$ cat src/rtl/obb_ram.sv
`timescale 1ns / 1ps

module obb_ram #(
    parameter int WIDTH = 8,
    parameter int DEPTH = 16
) (
    input  logic                                   clk,
    input  logic                                   we,
    input  logic [(DEPTH > 1 ? $clog2(DEPTH) : 1)-1:0] waddr,
    input  logic [WIDTH-1:0]                       wdata,
    input  logic [(DEPTH > 1 ? $clog2(DEPTH) : 1)-1:0] raddr,
    output logic [WIDTH-1:0]                       rdata
);

    logic [WIDTH-1:0] mem [DEPTH];

    always_ff @(posedge clk)
    begin
        if (we)
        begin
            mem[waddr] <= wdata;
        end
        rdata <= mem[raddr];
    end

endmodule

$ cat config.mk
export PLATFORM = sky130hd
export DESIGN_NAME = obb_ram
export DESIGN_NICKNAME = d
export VERILOG_FILES = /design/src/rtl/obb_ram.sv
export SDC_FILE = /design/constraint.sdc
export NUM_CORES = 1
export LEC_CHECK = 0
export BUFFER_PORTS_ARGS = -buffer_cell sky130_fd_sc_hd__clkbuf_2
export CORE_UTILIZATION = 65
export CTS_BUF_LIST = sky130_fd_sc_hd__clkbuf_8
export DETAILED_ROUTE_END_ITERATION = 16
export HOLD_SLACK_MARGIN = 0.03
export PLACE_DENSITY = 0.9
export SYNTH_ARGS = -nofsm -noshare
export SYNTH_HDL_FRONTEND = slang
export SYNTH_SLANG_ARGS = --single-unit
$ cat constraint.sdc
create_clock -name clk -period 2.8 [get_ports clk]
set_input_delay 0.56 -clock clk [delete_from_list [all_inputs] [get_ports clk]]
set_output_delay 0.56 -clock clk [all_outputs]
set_load 0.005 [all_outputs]
# Word level (Yosys, flattened, before mapping)
# Memory sizes are Yosys's and may differ from the RTL's. A register that Yosys moved wholly into a read port is not among the register bits.
# Cells that the tools add are included.
[word_totals] n_memories=1 ramBits=128 inputBits=18 output_inout_bits=8 elab_cells=3 register_bits=0
[classes] mux=2
[mem_list] name="mem" depth=16 width=8 read_ports=1 rd_ports_with_merged_regs=1 wr=1 line_no="15" text="logic [WIDTH-1:0] mem [DEPTH];"
[ops] operator="1-bit 2-to-1 mux" n=2

# Depth between registers and ports, before layout
[logic_depth] depth_word=2 ltp_mapped=5 depth_no_buf=3

# Least setup slack after synthesis
# OpenSTA, ideal clock, no wires.
[synth_timing] kind="input to register" start="input port waddr[2] in the netlist's numbering" end="memory mem[0][0], enable pin" path_slack_ps=747 t_arrival_ps=1670 stages=2 setup_ps=383 path_buffers=0 required_time_ps=2417 cell_sequence="or3b_2 -> nor3_1"
[synth_rtl] item="start, declared" line_no="9" text="input logic [(DEPTH > 1 ? $clog2(DEPTH) : 1)-1:0] waddr,"
[synth_rtl] item="end, declared" line_no="15"
# Straight into the memory's write port.

# Worst setup path in the final report
[layout_timing] start="input port waddr[2] in the netlist's numbering" end="memory mem[2][4], enable pin"
# Straight into the memory's write port.

==> impl_table.tex <==
\begin{tabular}{lr}
\hline
Metric & Value \\
\hline
\multicolumn{2}{l}{\textbf{Run status}} \\
Status & finished, final reports clean \\
\multicolumn{2}{l}{\textbf{Placement}} \\
Routability-driven placement congestion ratio & 0.7665 \\
Worst slack at placement & 584.1 ps \\
Cell count after placement & 363 \\
Post-Place Cell Area & 5454 sq um \\
Number of port buffers & 25 \\
Post-DP HPWL & 6158 microns \\
\multicolumn{2}{l}{\textbf{Yosys}} \\
Number of distinct library cell variants in the gate-level netlist after synthesis & 19 \\
Ranking of synthesized cells by area & sky130\_fd\_sc\_hd\_\_edfxtp\_1 75\%, sky130\_fd\_sc\_hd\_\_mux4\_2 7.9\%, sky130\_fd\_sc\_hd\_\_mux4\_1 7.1\%, sky130\_fd\_sc\_hd\_\_dfxtp\_1 3.1\%, sky130\_fd\_sc\_hd\_\_a22oi\_1 2.3\% \\
Top-area cell type share of the netlist area & 0.7467 \\
Largest area contributor in the netlist & sky130\_fd\_sc\_hd\_\_edfxtp\_1 \\
Number of synthesized register bits & 136 \\
Sequential area share after synthesis & 0.7778 \\
Post-synthesis cell area & 5147 sq um \\
Synthesized area divided by synthesized cell count & 22.48 sq um \\
Warnings from Yosys & 0 \\
Gate count after technology mapping & 229 \\
Synthesized net count & 247 \\
\multicolumn{2}{l}{\textbf{Worst setup path}} \\
Worst Setup Path Type & input port to flip-flop \\
Crit end category & flip-flop \\
Max stage delay on crit path & 620 ps \\
Critical path, cell by cell & clkbuf\_2 -> or3b\_2 -> nor2\_1 \\
Endpoint arrival time on the critical path & 1790 ps \\
Critical path required time & 2850 ps \\
Worst-path maximum fanout & 8 \\
Critical Path Source Type & input port \\
Cell with the largest stage delay on the worst path & sky130\_fd\_sc\_hd\_\_nor2\_1 \\
\multicolumn{2}{l}{\textbf{Floorplan}} \\
Number of placement rows & 32 \\
Die outline area & 8279 sq um \\
Effective utilization at floorplan & 0.6696 \\
Horiz. Die Dim & 90.99 microns \\
Area of the placeable core & 7687 sq um \\
Die outline height & 90.99 microns \\
Count of boundary I/O pins & 26 \\
\multicolumn{2}{l}{\textbf{Route}} \\
Routed wire length & 9682 microns \\
Pre-antenna DRT Iters & 5 \\
Vias per cell & 6.367 \\
DRC viols & 0 \\
Via count of the routed design & 2515 \\
Detailed Route Iter0 Violations & 297 \\
Number of antenna-violating nets in the routed design & 0 \\
Routed length per instance & 24.51 microns \\
\multicolumn{2}{l}{\textbf{Global route}} \\
Total global routing track utilization & 0.2593 \\
Global-route wire length before repair & 14610 microns \\
Antenna violations before repair & 0 \\
Largest net degree at the start of global routing & 33 \\
Remaining global-route overflow & 0 \\
Vias in the first global route & 2399 \\
\multicolumn{2}{l}{\textbf{Clock tree}} \\
Clock tree from TritonCTS & built \\
Count of clock tree sinks & 136 \\
Post-CTS Setup Inserts & 0 \\
Clock insertion delay at the later pin of the skew report & 420 ps \\
CTS root buf & sky130\_fd\_sc\_hd\_\_clkbuf\_8 \\
Maximum clock insertion buffer count & 2 \\
H-Tree Level Count & 4 \\
Post-CTS resize count & 0 \\
Hold Buf Count CTS & 0 \\
Clock buffer count from CTS & 17 \\
Clock transition at the registers of the reported paths & 70 ps \\
\multicolumn{2}{l}{\textbf{Flow run}} \\
Maximum capacitance violations & 0 \\
\multicolumn{2}{l}{\textbf{Cells and area}} \\
Most common cell after layout, fill and taps aside & sky130\_fd\_sc\_hd\_\_edfxtp\_1 \\
Share of cells above drive strength 1 & 0.3106 \\
Final Instance Count excl. Fillers & 395 \\
Synthesis-to-finish area growth & 15.41\% \\
Number of diodes & 0 \\
Cell area after layout & 5941 sq um \\
FF+latch area & 4004 sq um \\
Most used cells in the layout excluding fill and tap cells & 128 x sky130\_fd\_sc\_hd\_\_edfxtp\_1, 25 x sky130\_fd\_sc\_hd\_\_clkbuf\_2, 19 x sky130\_fd\_sc\_hd\_\_clkbuf\_8 \\
Net total in the final layout & 298 \\
Footprint of the multi-input gates & 1057 sq um \\
Filler cell count in the final layout & 394 \\
\multicolumn{2}{l}{\textbf{Timing}} \\
Unrepaired setup endpoints after global routing & no \\
Transition at the pin with the smallest max-transition slack & 773.3 ps \\
Post-route setup TNS & 0 ps \\
Worst clock skew & 7.498 ps \\
Post-route setup slack & 1058 ps \\
Post-route fraction of the period consumed by the critical path & 0.6222 \\
Final-report setup violation count & 0 \\
Post-layout minimum cycle time & 1742 ps \\
Number of hold violations in the final report & 0 \\
Highest clock rate & 0.5740 GHz \\
Headroom to the max-slew limit & 0.4826 \\
Count of pins over their slew limit & 0 \\
\multicolumn{2}{l}{\textbf{Min path}} \\
Worst Hold Class & input port to flip-flop \\
\multicolumn{2}{l}{\textbf{Power}} \\
Pwr/cell area & 741.0 nW/um\^{}2 \\
Maximum vdd ir drop & 0.0005930 V \\
Pleak & 2.038 nW \\
Sum of internal, switching and leakage power & 4.402 mW \\
\hline
\end{tabular}
## routing by layer
metal  up-vias  GRT usage  wire (microns)
li1       1076          -               -
met1      1264     0.3676            3856
met2       150     0.3902            4819
met3        25    0.07956             740
met4         0    0.09656             266
met5         -          0               0
## worst max-delay path, delay by kind of cell
kind,cells,cell delay [ps]
buf+inv,1,100
simple gates,2,1130
## final cells by class
type,instances,share of cell area
clock inverters,13,0.03791
multi-input cells,83,0.1780
repair buffers,42,0.04465
well taps,102,0.02148
flip-flops and latches,136,0.6740
clock buffers,19,0.04402
## final timing paths
path	start	endpoint	slack (ps)	cells past startpoint
setup reg to reg	mem[2][3]$_DFFE_PP_	rdata[3]$_DFF_P_	1380	3
hold / removal	wdata[6]	mem[2][6]$_DFFE_PP_	560	1
hold reg to reg	mem[14][4]$_DFFE_PP_	rdata[4]$_DFF_P_	690	3
setup / recovery	waddr[2]	mem[2][4]$_DFFE_PP_	1060	3
## power by group
part	total (mW)	internal (mW)	switching (mW)	leakage [nW]
Combinational	0.206	0.0885	0.118	0.569
Sequential	2.29	2.27	0.0159	1.22
Clock	1.91	1.20	0.710	0.245
Total	4.40	3.56	0.843	2.04
## sequential cells by signal (all words and copies together), names as in the netlist
| signal | flops |
|---|---|
| rdata | 8 |
| mem | 128 |
## Yosys cell counts
cell type                           n
sky130_fd_sc_hd__edfxtp_1         128
sky130_fd_sc_hd__mux4_2            18
sky130_fd_sc_hd__mux4_1            14
sky130_fd_sc_hd__nor2b_1            1
sky130_fd_sc_hd__clkdlybuf4s25_2    3
sky130_fd_sc_hd__and2_1             1
sky130_fd_sc_hd__nand2b_1           2
sky130_fd_sc_hd__a22oi_1           16
sky130_fd_sc_hd__buf_2              3
sky130_fd_sc_hd__nor3_1             4
sky130_fd_sc_hd__and2b_1            1
sky130_fd_sc_hd__nand3_1            1
sky130_fd_sc_hd__buf_6              3
sky130_fd_sc_hd__buf_4              1
sky130_fd_sc_hd__nand2_1            9
sky130_fd_sc_hd__dfxtp_1            8
sky130_fd_sc_hd__nor2_1            13
sky130_fd_sc_hd__or3b_2             1
sky130_fd_sc_hd__nand3b_1           2
## per-stage QoR
| stage | hold WS [ps] | utilization |
|---|---|---|
| global placement | 665.1 | 0.7095 |
| detailed placement | 668.1 | 0.7095 |
| CTS | 534.4 | 0.7728 |
| finish | 556.8 | 0.7728 |
| floorplan | 629.3 | - |
| global route | 562.4 | 0.7728 |
## kinds of logic (layout without fill, tap and decap cells)
group | after synthesis | after routing | share of synthesized area
and+or+nand+nor | 35 | 35 | 0.03184
DFF | 136 | 136 | 0.7778
muxes | 32 | 32 | 0.1502
AOI/OAI and AO/OA | 16 | 16 | 0.02334
buffers and inverters | 10 | 74 | 0.01677
Note: power is estimated with default switching activity, not from simulation.
